==> config.mk <==
export PLATFORM = sky130hd
export DESIGN_NAME = dc_motor_current_drive_sim_step
export DESIGN_NICKNAME = d
export VERILOG_FILES = /design/src/design/dcm_pkg.sv /design/src/design/dcm_mul.sv /design/src/design/dc_motor_current_drive_sim_step.sv
export SDC_FILE = /design/constraint.sdc
export NUM_CORES = 2
export LEC_CHECK = 0
export BUFFER_PORTS_ARGS = -buffer_cell sky130_fd_sc_hd__buf_2
export CORE_MARGIN = 3
export CORE_UTILIZATION = 60
export CTS_BUF_LIST = sky130_fd_sc_hd__clkbuf_8
export DETAILED_ROUTE_END_ITERATION = 8
export HOLD_SLACK_MARGIN = 0.05
export PLACE_DENSITY = 0.89
export SYNTH_ARGS = -nofsm -noshare
export SYNTH_HDL_FRONTEND = slang
export SYNTH_SLANG_ARGS = --single-unit
==> constraint.sdc <==
create_clock -name aclk -period 18.3 [get_ports aclk]
set_clock_uncertainty 0.1 [all_clocks]
set_input_delay 2.745 -clock aclk [delete_from_list [all_inputs] [get_ports aclk]]
set_output_delay 2.745 -clock aclk [all_outputs]
set_load 0.005 [all_outputs]
==> src/design/dcm_pkg.sv <==
`timescale 1ns / 1ps
// Package for the DC motor step block: payload structs, register indexes, opcodes.
// No dependencies.
package dcm_pkg;
    typedef struct packed {
        logic        opcode;
        logic [31:0] drive_current;
        logic [47:0] new_position;
        logic [31:0] new_velocity;
        logic [31:0] new_acceleration;
    } req_t;

    typedef struct packed {
        logic [47:0] position;
        logic [31:0] velocity;
        logic [31:0] acceleration;
        logic        held_by_friction;
    } rsp_t;

    localparam logic OP_ADVANCE = 1'b0;
    localparam logic OP_LOAD    = 1'b1;

    localparam logic [2:0] REG_CURRENT_GAIN  = 3'd0;
    localparam logic [2:0] REG_LOAD_TORQUE   = 3'd1;
    localparam logic [2:0] REG_STATIC_FRIC   = 3'd2;
    localparam logic [2:0] REG_SLIDING_FRIC  = 3'd3;
    localparam logic [2:0] REG_CYCLE_TIME    = 3'd4;
    localparam logic [2:0] REG_DECAY_FACTOR  = 3'd5;
    localparam logic [2:0] REG_POSITION_GAIN = 3'd6;
    localparam logic [2:0] REG_ACCEL_GAIN    = 3'd7;

    localparam int MUL_W = 34;
    localparam int PROD_W = 2 * MUL_W;
endpackage

==> src/design/dcm_mul.sv <==
`timescale 1ns / 1ps
// Bit-serial signed multiplier, one multiplier bit per cycle (shift and add).
// Depends on dcm_pkg for operand widths.
module dcm_mul (
    input  logic                          aclk,
    input  logic                          aresetn,
    input  logic                          start,
    input  logic signed [dcm_pkg::MUL_W-1:0] a,
    input  logic signed [dcm_pkg::MUL_W-1:0] b,
    output logic                          done,
    output logic signed [dcm_pkg::PROD_W-1:0] prod
);
    localparam int W = dcm_pkg::MUL_W;
    localparam int PW = dcm_pkg::PROD_W;

    logic busy_reg, busy_next;
    logic [5:0] cnt_reg, cnt_next;
    logic signed [PW-1:0] acc_reg, acc_next;
    logic signed [PW-1:0] mcand_reg, mcand_next;
    logic [W-1:0] mplier_reg, mplier_next;
    logic done_reg, done_next;

    always_comb begin
        busy_next = busy_reg;
        cnt_next = cnt_reg;
        acc_next = acc_reg;
        mcand_next = mcand_reg;
        mplier_next = mplier_reg;
        done_next = 1'b0;
        if (start) begin
            busy_next = 1'b1;
            cnt_next = '0;
            acc_next = '0;
            mcand_next = PW'(a);
            mplier_next = b;
        end else if (busy_reg) begin
            // last bit is the sign bit: subtract
            if (mplier_reg[0]) begin
                if (cnt_reg == 6'(W - 1)) acc_next = acc_reg - mcand_reg;
                else acc_next = acc_reg + mcand_reg;
            end
            mcand_next = mcand_reg <<< 1;
            mplier_next = mplier_reg >> 1;
            cnt_next = cnt_reg + 6'd1;
            if (cnt_reg == 6'(W - 1)) begin
                busy_next = 1'b0;
                done_next = 1'b1;
            end
        end
    end

    always_ff @(posedge aclk) begin
        if (!aresetn) begin
            busy_reg <= 1'b0;
            done_reg <= 1'b0;
            cnt_reg <= '0;
        end else begin
            busy_reg <= busy_next;
            done_reg <= done_next;
            cnt_reg <= cnt_next;
        end
        acc_reg <= acc_next;
        mcand_reg <= mcand_next;
        mplier_reg <= mplier_next;
    end

    assign done = done_reg;
    assign prod = acc_reg;
endmodule

==> src/design/dc_motor_current_drive_sim_step.sv <==
`timescale 1ns / 1ps
// Top level of the current-driven DC motor step emulator.
// Depends on dcm_pkg and dcm_mul.
//
// One request advances the motor state by one period (opcode advance) or
// loads it (opcode load). A load shows its result the cycle after acceptance.
// An advance runs five products through one bit-serial 34x34 multiplier
// in turn; a stopped shaft held by friction finishes after the first product.
// One request at a time: the input stays blocked while a request runs and
// while its result waits, and the next request can be accepted in the cycle
// after the result is taken.
module dc_motor_current_drive_sim_step (
    input  logic          aclk,
    input  logic          aresetn,
    input  logic          cfg_we,
    input  logic [2:0]    cfg_index,
    input  logic [31:0]   cfg_data,
    input  logic          s_valid,
    output logic          s_ready,
    input  dcm_pkg::req_t s_data,
    output logic          m_valid,
    input  logic          m_ready,
    output dcm_pkg::rsp_t m_data
);
    localparam int W = dcm_pkg::MUL_W;
    localparam int PW = dcm_pkg::PROD_W;

    localparam logic [2:0] ST_IDLE  = 3'd0;
    localparam logic [2:0] ST_DRIVE = 3'd1;
    localparam logic [2:0] ST_MUL   = 3'd2;
    localparam logic [2:0] ST_WAIT  = 3'd3;
    localparam logic [2:0] ST_DONE  = 3'd4;

    logic signed [31:0] current_gain_reg, load_torque_reg;
    logic [30:0] static_fric_reg, sliding_fric_reg, cycle_time_reg;
    logic [16:0] decay_reg;
    logic [30:0] pos_gain_reg, accel_gain_reg;

    logic signed [47:0] angle_reg;
    logic signed [31:0] speed_reg, accel_reg;

    logic [2:0] state_reg, state_next;
    logic [2:0] step_reg, step_next;
    logic signed [31:0] cur_reg;
    logic signed [32:0] r_reg;
    logic signed [33:0] c_reg;
    logic signed [47:0] asum_reg;
    logic out_valid_reg;
    dcm_pkg::rsp_t out_reg;

    logic mul_start, mul_done;
    logic signed [W-1:0] mul_a, mul_b;
    logic signed [PW-1:0] mul_p;
    logic signed [PW-1:0] rnd;

    dcm_mul u_mul (
        .aclk(aclk), .aresetn(aresetn), .start(mul_start),
        .a(mul_a), .b(mul_b), .done(mul_done), .prod(mul_p)
    );

    assign rnd = (mul_p + PW'(32768)) >>> 16;

    // operand select per step: 0 drive, 1 r*T, 2 c*pg, 3 c*decay, 4 -c*ag
    always_comb begin
        unique case (step_reg)
            3'd0: begin mul_a = W'(cur_reg); mul_b = W'(current_gain_reg); end
            3'd1: begin mul_a = W'(r_reg); mul_b = W'({1'b0, cycle_time_reg}); end
            3'd2: begin mul_a = c_reg; mul_b = W'({1'b0, pos_gain_reg}); end
            3'd3: begin mul_a = c_reg; mul_b = W'({1'b0, decay_reg}); end
            3'd4: begin mul_a = -c_reg; mul_b = W'({1'b0, accel_gain_reg}); end
            default: begin mul_a = '0; mul_b = '0; end
        endcase
    end

    function automatic logic signed [31:0] sat32(input logic signed [PW-1:0] x);
        if (x > PW'(64'sd2147483647)) return 32'sh7fffffff;
        if (x < -PW'(64'sd2147483648)) return 32'sh80000000;
        return x[31:0];
    endfunction

    assign s_ready = (state_reg == ST_IDLE) && !out_valid_reg;
    assign m_valid = out_valid_reg;
    assign m_data = out_reg;

    logic signed [PW-1:0] drive_w, f_w, r_w;
    always_comb begin
        drive_w = PW'(sat32(rnd - PW'(load_torque_reg)));
        f_w = (speed_reg == 0) ? PW'({1'b0, static_fric_reg})
                               : PW'({1'b0, sliding_fric_reg});
        if (drive_w > f_w) r_w = drive_w - f_w;
        else if (drive_w < -f_w) r_w = drive_w + f_w;
        else r_w = '0;
    end

    always_comb begin
        state_next = state_reg;
        step_next = step_reg;
        mul_start = 1'b0;
        unique case (state_reg)
            ST_IDLE: if (s_valid && s_ready && s_data.opcode == dcm_pkg::OP_ADVANCE) begin
                state_next = ST_DRIVE;
                step_next = 3'd0;
            end
            ST_DRIVE: begin mul_start = 1'b1; state_next = ST_WAIT; end
            ST_MUL: begin mul_start = 1'b1; state_next = ST_WAIT; end
            ST_WAIT: if (mul_done) begin
                if (step_reg == 3'd0 && r_w == 0 && speed_reg == 0) state_next = ST_DONE;
                else if (step_reg == 3'd4) state_next = ST_DONE;
                else begin step_next = step_reg + 3'd1; state_next = ST_MUL; end
            end
            ST_DONE: state_next = ST_IDLE;
            default: state_next = ST_IDLE;
        endcase
    end

    always_ff @(posedge aclk) begin
        if (!aresetn) begin
            current_gain_reg <= 32'sd65536;
            load_torque_reg <= '0;
            static_fric_reg <= '0;
            sliding_fric_reg <= '0;
            cycle_time_reg <= 31'd65;
            decay_reg <= 17'd65536;
            pos_gain_reg <= '0;
            accel_gain_reg <= '0;
            angle_reg <= '0;
            speed_reg <= '0;
            accel_reg <= '0;
            state_reg <= ST_IDLE;
            step_reg <= '0;
            out_valid_reg <= 1'b0;
        end else begin
            state_reg <= state_next;
            step_reg <= step_next;
            if (cfg_we) begin
                unique case (cfg_index)
                    dcm_pkg::REG_CURRENT_GAIN:  current_gain_reg <= cfg_data;
                    dcm_pkg::REG_LOAD_TORQUE:   load_torque_reg <= cfg_data;
                    dcm_pkg::REG_STATIC_FRIC:   static_fric_reg <= cfg_data[30:0];
                    dcm_pkg::REG_SLIDING_FRIC:  sliding_fric_reg <= cfg_data[30:0];
                    dcm_pkg::REG_CYCLE_TIME:    cycle_time_reg <= cfg_data[30:0];
                    dcm_pkg::REG_DECAY_FACTOR:  decay_reg <= cfg_data[16:0];
                    dcm_pkg::REG_POSITION_GAIN: pos_gain_reg <= cfg_data[30:0];
                    dcm_pkg::REG_ACCEL_GAIN:    accel_gain_reg <= cfg_data[30:0];
                    default: ;
                endcase
            end
            if (m_valid && m_ready) out_valid_reg <= 1'b0;
            if (s_valid && s_ready) begin
                if (s_data.opcode == dcm_pkg::OP_LOAD) begin
                    angle_reg <= s_data.new_position;
                    speed_reg <= s_data.new_velocity;
                    accel_reg <= s_data.new_acceleration;
                    out_reg.position <= s_data.new_position;
                    out_reg.velocity <= s_data.new_velocity;
                    out_reg.acceleration <= s_data.new_acceleration;
                    out_reg.held_by_friction <= 1'b0;
                    out_valid_reg <= 1'b1;
                end
            end
            if (state_reg == ST_WAIT && mul_done) begin
                unique case (step_reg)
                    3'd0: begin
                        r_reg <= r_w[32:0];
                        c_reg <= 34'(speed_reg) - r_w[33:0];
                        asum_reg <= angle_reg;
                        if (r_w == 0 && speed_reg == 0) begin
                            speed_reg <= '0;
                            accel_reg <= '0;
                            out_reg.position <= angle_reg;
                            out_reg.velocity <= '0;
                            out_reg.acceleration <= '0;
                            out_reg.held_by_friction <= 1'b1;
                            out_valid_reg <= 1'b1;
                        end
                    end
                    3'd1, 3'd2: asum_reg <= asum_reg + rnd[47:0];
                    3'd3: speed_reg <= sat32(PW'(r_reg) + rnd);
                    3'd4: begin
                        accel_reg <= sat32(rnd);
                        angle_reg <= asum_reg;
                        out_reg.position <= asum_reg;
                        out_reg.velocity <= speed_reg;
                        out_reg.acceleration <= sat32(rnd);
                        out_reg.held_by_friction <= 1'b0;
                        out_valid_reg <= 1'b1;
                    end
                    default: ;
                endcase
            end
        end
    end

    always_ff @(posedge aclk) begin
        if (s_valid && s_ready) cur_reg <= s_data.drive_current;
    end
endmodule
# == After elaboration in Yosys (flattened, before gate mapping) ==
# Cells that the tools add are included.
# word_totals
reg_bits,761
input_bits,185
output_inout_bits,115
# classes
order_cmp,8
n_reduce_logical,35
add_sub_neg,13
n_mux,79
n_bitwise,3
n_eq_ne,19
# op_table
operator,n
32-bit two-way mux,16
113-bit two-way mux,4
68-bit two-way mux,5
113-bit one-hot mux with 2 select lines,1
48-bit two-way mux,4
34-bit one-hot mux with 5 select lines,1
34-bit one-hot mux with 4 select lines,1
"53-bit by 32-bit greater-than comparator with 1-bit output, second input constant",2
"53-bit by 32-bit less-than comparator with 1-bit output, second input constant",2
48-bit one-hot mux with 2 select lines,1
"68-bit by 17-bit adder with 68-bit output, second input constant",1
68-bit adder,1
68-bit zero test,1
32-bit by 68-bit less-than comparator with 1-bit output,1
34-bit two-way mux,2
31-bit negation with 68-bit output,1
68-bit subtractor,1
32-bit one-hot mux with 2 select lines,1
33-bit by 52-bit adder with 53-bit output,1
52-bit by 32-bit subtractor with 53-bit output,1
"52-bit by 32-bit greater-than comparator with 1-bit output, second input constant",1
"52-bit by 32-bit less-than comparator with 1-bit output, second input constant",1
48-bit adder,1
34-bit negation,1
other kinds (29),105

# == Logic depth before layout (Yosys ltp) ==
# logic_depth
word_depth,16
depth_mapped,68
depth_no_buf,64

# == Hierarchy ==
# Synthesis repeated with hierarchy kept, for this count alone.
# hier_totals
hier_cells,6719
area_unflattened_um2,55866.1
# modules_own_cells
module,seq_area_each_um2,n_inst,area_per_inst_um2,cells_per_inst
dc_motor_current_drive_sim_step,14273.7,1,43611.8,5344
dcm_mul,4584.4,1,12254.3,1375

# == Least setup slack after synthesis ==
# No wires, ideal clock.
# synth_timing
kind,reg-to-reg
start,"register u_mul.acc_reg[26], in the netlist u_mul.prod[26]"
end,"register c_reg[32], data pin"
path_stages_with_launch,65
t_arrival_ns,12.689
setup_time_ns,0.258
setup_slack_ns,5.253
period_less_slack_ns,13.047
cell_sequence,dfxtp_1 and4_1 and3_1 and3_1 and4_1 nand2_1 nor2_1 nand2_1 nor2_1 nand2_1 nor2_1 nand4_1 xor2_1 inv_1 ha_1 and3_1 and2_1 nand3_1 (+29 left out) fa_1 a21o_1 a21oi_1 nor2b_1 o21a_1 o311ai_0 a31oi_1 a41oi_1 a21oi_1 nand4_1 a31oi_1 a41o_1 o41ai_1 o21ai_0 o21ai_0 nand2b_1 a21oi_1 xnor2_1
# synth_via
elab_chain_cells,11
word_cells_on_any_way,17
classes_between,add/sub (5); order compare (4); mux (8)
# synth_rtl
element,line_no,rtl
from (decl),dcm_mul.sv:18,"logic signed [PW-1:0] acc_reg, acc_next;"
from (signal assigned),dcm_mul.sv:62,acc_reg <= acc_next;
68-bit by 17-bit adder with 68-bit output (*),dc_motor_current_drive_sim_step.sv:61,assign rnd = (mul_p + PW'(32768)) >>> 16;
52-bit by 32-bit subtractor with 53-bit output (*),dc_motor_current_drive_sim_step.sv:87,drive_w = PW'(sat32(rnd - PW'(load_torque_reg)));
53-bit by 32-bit less-than comparator with 1-bit output,dc_motor_current_drive_sim_step.sv:77,if (x < -PW'(64'sd2147483648)) return 32'sh80000000;
1-bit two-way mux (2 in series),dc_motor_current_drive_sim_step.sv:77,
32-bit two-way mux,dc_motor_current_drive_sim_step.sv:78,return x[31:0];
32-bit two-way mux (*),dc_motor_current_drive_sim_step.sv:77,
32-bit by 68-bit less-than comparator with 1-bit output / 32-bit by 32-bit adder with 33-bit output (equally long branches),dc_motor_current_drive_sim_step.sv:91,else if (drive_w < -f_w) r_w = drive_w + f_w;
68-bit two-way mux,dc_motor_current_drive_sim_step.sv:91,
68-bit two-way mux (*),dc_motor_current_drive_sim_step.sv:90,if (drive_w > f_w) r_w = drive_w - f_w;
34-bit subtractor (*),dc_motor_current_drive_sim_step.sv:165,c_reg <= 34'(speed_reg) - r_w[33:0];
to (signal assigned),dc_motor_current_drive_sim_step.sv:165,
to (decl),dc_motor_current_drive_sim_step.sv:46,logic signed [33:0] c_reg;
# Every way passes the cells marked *; elsewhere a longest branch is shown, timed or not. The select of a mux whose other input is x is not followed.
# A chain may end at the register's enable or synchronous reset.

# == Worst setup path in the final report ==
# layout_timing
start,"register u_mul.acc_reg[26], in the netlist u_mul.prod[26]"
end,"register c_reg[31], data pin"
# The elaborated chain is that of the path after synthesis.

==> impl_metrics.ini <==
[run_status]
status = finished clean

[critical_path]
reg2reg_setup_slack_ps = 2940
crit_top_cell = o21ai_0
rr_startpoint = u_mul.prod[26]
cp-end-kind = flop
startpoint = u_mul.prod[26]
cp.arrival_ps = 15850
start_kind = flop
crit_type = flop to flop
crit_fanout = 39
worstPathRequired_ps = 18790
crit_path_max_incr_delay_ps = 580
worst_r2r_endpoint = c_reg[31]
cp_slowest_cell = o31ai_1
r2r_cells = 63

[sta]
relSlewSlack_pct = 17.2
finalSetupViolCount = 0
drv_slew = 0
fin_crit_sh_pct = 83.9
max_freq_mhz = 65.1
rsz0062_at_grt = false
tightestPinTransition_ps = 1240
min_period_ps = 15360
fin_tns_setup_ps = 0
finalHoldViolCount = 0

[cells_and_area]
layout.nets = 7330
syn2layout_area_growth_pct = 9.35
regArea_um2 = 18900
largest_reg_flops = 113
multi_input_area_um2 = 32900
drive_above_1_share_pct = 10.0
fillCellCount = 7232

[drt]
vias_per_cell = 6.62
routedWlPerCell_um = 23.5
drc = 0
firstDrtPassIters = 7
drtIter0Drc = 7337
drt_wl_total_mm = 189
ant_nets = 0
vias = 53213

[clocking]
cts.repair.resized = 0
clkSinkCount = 761
cts_made_buffers = 131
worstSkewPairLatency_ps = 880
cts_tree = done
clk_path_buf_depth = 3
clk_pin_slew_worst_paths_ps = 60
cts_hold_buffers = 0
cts_root_buf = clkbuf_8
htreeDepth = 4
post-cts-setup-buffers = 0

[yosys]
synth.distinct_cells = 96
synthDominantCellAreaShare_pct = 20.2
yosys_most_used_dff = dfxtp_1
synth_common_cells = nand2_1, a21oi_1, dfxtp_1, o21ai_0, nor2_1
seq_area_frac_synth_pct = 35.0
ys_seq_elements = 761
synthCells = 6611
yosysMostFrequentCell = nand2_1
synth_top_area_cell = edfxtp_1
syn_area_per_cell_um2 = 8.15
syn_area_um2 = 53900
yosysWarnings = 0
synth.area.top_cells = edfxtp_1, dfxtp_1, ha_1, nand2_1, a21oi_1
syn-num-nets = 7178
postSynth.asyncResetShare_pct = 0
synth-edff-count = 362

[die]
die_h_um = 306
initial_utilization_pct = 60.7
dieWidth_um = 306
io-pin-count = 300
coreArea_um2 = 88800
fp-row-count = 109
dieArea_um2 = 93500

[grt]
grt_pass1_wl_mm = 286
antenna_found_initial = 7
overflow = 0
grt_max_degree = 183
grt_pass1_vias = 49562
grt_use_total_pct = 38.9

[job]
max_cap_viol_count = 0

[place]
hpwlAfterDp_mm = 138
io_buffer_count = 299
gp_congestion = 1.05

[worst_hold_path]
worstHoldPathType = flop to flop
whs_path_depth = 2
min-delay-start = pos_gain_reg[8]
hold_path_end = pos_gain_reg[8]
## per-stage QoR
| step | hold slack (ps) | utilization, % | setup slack (ps) | cells | area, um^2 |
|---|---|---|---|---|---|
| 2_1_floorplan | 332 | - | 5250 | 6611 | 53900 |
| 3_3_place_gp | 338 | 63.3 | 3870 | 7795 | 56200 |
| 3_5_place_dp | 344 | 63.3 | 3510 | 7795 | 56200 |
| 4_1_cts | 354 | 66.4 | 3420 | 8032 | 58900 |
| 5_1_grt | 370 | 66.4 | 1880 | 8034 | 58900 |
| 6_report | 353 | 66.4 | 2940 | 8039 | 58900 |
## routing by layer
layer,vias to the layer above,routed length [um],GRT usage [%]
met5,-,36,0
met4,6,12700,23.5
met3,701,21900,10.1
met2,3356,82900,60.4
met1,24873,71200,48.8
li1,24277,-,-
## worst max-delay path: cells and delay by family, from the launching register on
family / cells / cell delay (ps)
and+or+nand+nor: 28 / 6070
adders and majority gates: 3 / 1110
AOI/OAI and AO/OA: 26 / 6000
buffers and inverters: 4 / 890
DFF: 1 / 460
xor gates and xnor gates: 2 / 360
## layout by cell type (no fill, tap or decap), types with 31 or more instances in the layout
| master | Yosys | layout |
|---|---|---|
| a211oi_1 | 39 | 39 |
| clkbuf_8 | 0 | 156 |
| o21a_1 | 49 | 49 |
| nor4_1 | 63 | 62 |
| dfxtp_1 | 399 | 398 |
| nor2b_1 | 53 | 50 |
| buf_2 | 20 | 298 |
| nand4_1 | 50 | 50 |
| inv_1 | 244 | 279 |
| edfxtp_1 | 362 | 362 |
| a22oi_1 | 42 | 42 |
| o21ai_0 | 395 | 395 |
| and2_1 | 50 | 48 |
| a221o_1 | 32 | 32 |
| o31ai_1 | 66 | 66 |
| nand2_1 | 1202 | 1198 |
| nand2b_1 | 85 | 84 |
| xor2_1 | 160 | 160 |
| a21oi_1 | 752 | 751 |
| ha_1 | 375 | 375 |
| buf_4 | 3 | 79 |
| o211ai_1 | 31 | 31 |
| and3_1 | 61 | 60 |
| nor2_1 | 391 | 379 |
| o221ai_1 | 45 | 45 |
| nand3_1 | 114 | 113 |
| a31oi_1 | 90 | 88 |
| a221oi_1 | 34 | 34 |
| xnor2_1 | 217 | 217 |
| o21bai_1 | 46 | 46 |
| or3_1 | 45 | 45 |
| a22o_1 | 34 | 34 |
| a21o_1 | 148 | 148 |
| mux2i_1 | 81 | 81 |
| nor3_1 | 113 | 110 |
## worst max path at each step
stage                     end  depth (start not counted)
finish              c_reg[31]                         63
CTS                 c_reg[31]                         63
detailed placement  c_reg[32]                         65
global route        c_reg[31]                         63
global placement    c_reg[32]                         65
floorplan           c_reg[32]                         64
## logic make-up (layout without fill, tap and decap cells)
family / count (synthesis) / count (layout) / synth area share [%]
multiplexers: 107 / 107 / 2.05
XOR/XNOR: 377 / 377 / 6.13
buffers and inverters: 605 / 861 / 4.45
AO/OA/AOI/OAI: 2056 / 2056 / 24.1
flip-flops: 761 / 761 / 35.0
AND/OR/NAND/NOR: 2323 / 2323 / 19.4
adder cells (fa/ha/maj): 382 / 382 / 8.97
other: 0 / 7 / 0
## area by class of cell
| type | count | area share [%] |
|---|---|---|
| antenna | 7 | 0.0297 |
| inverter | 246 | 1.58 |
| tap | 1165 | 2.47 |
| timing repair buffer | 378 | 3.56 |
| clock buffer | 156 | 3.64 |
| sequential | 761 | 32.0 |
| clock inverter | 81 | 0.919 |
| multi-input combinational | 5245 | 55.8 |
Power is left out: the tool's default activity adds up to more than one toggle a clock period on the data nets, which glitch-free logic cannot reach.
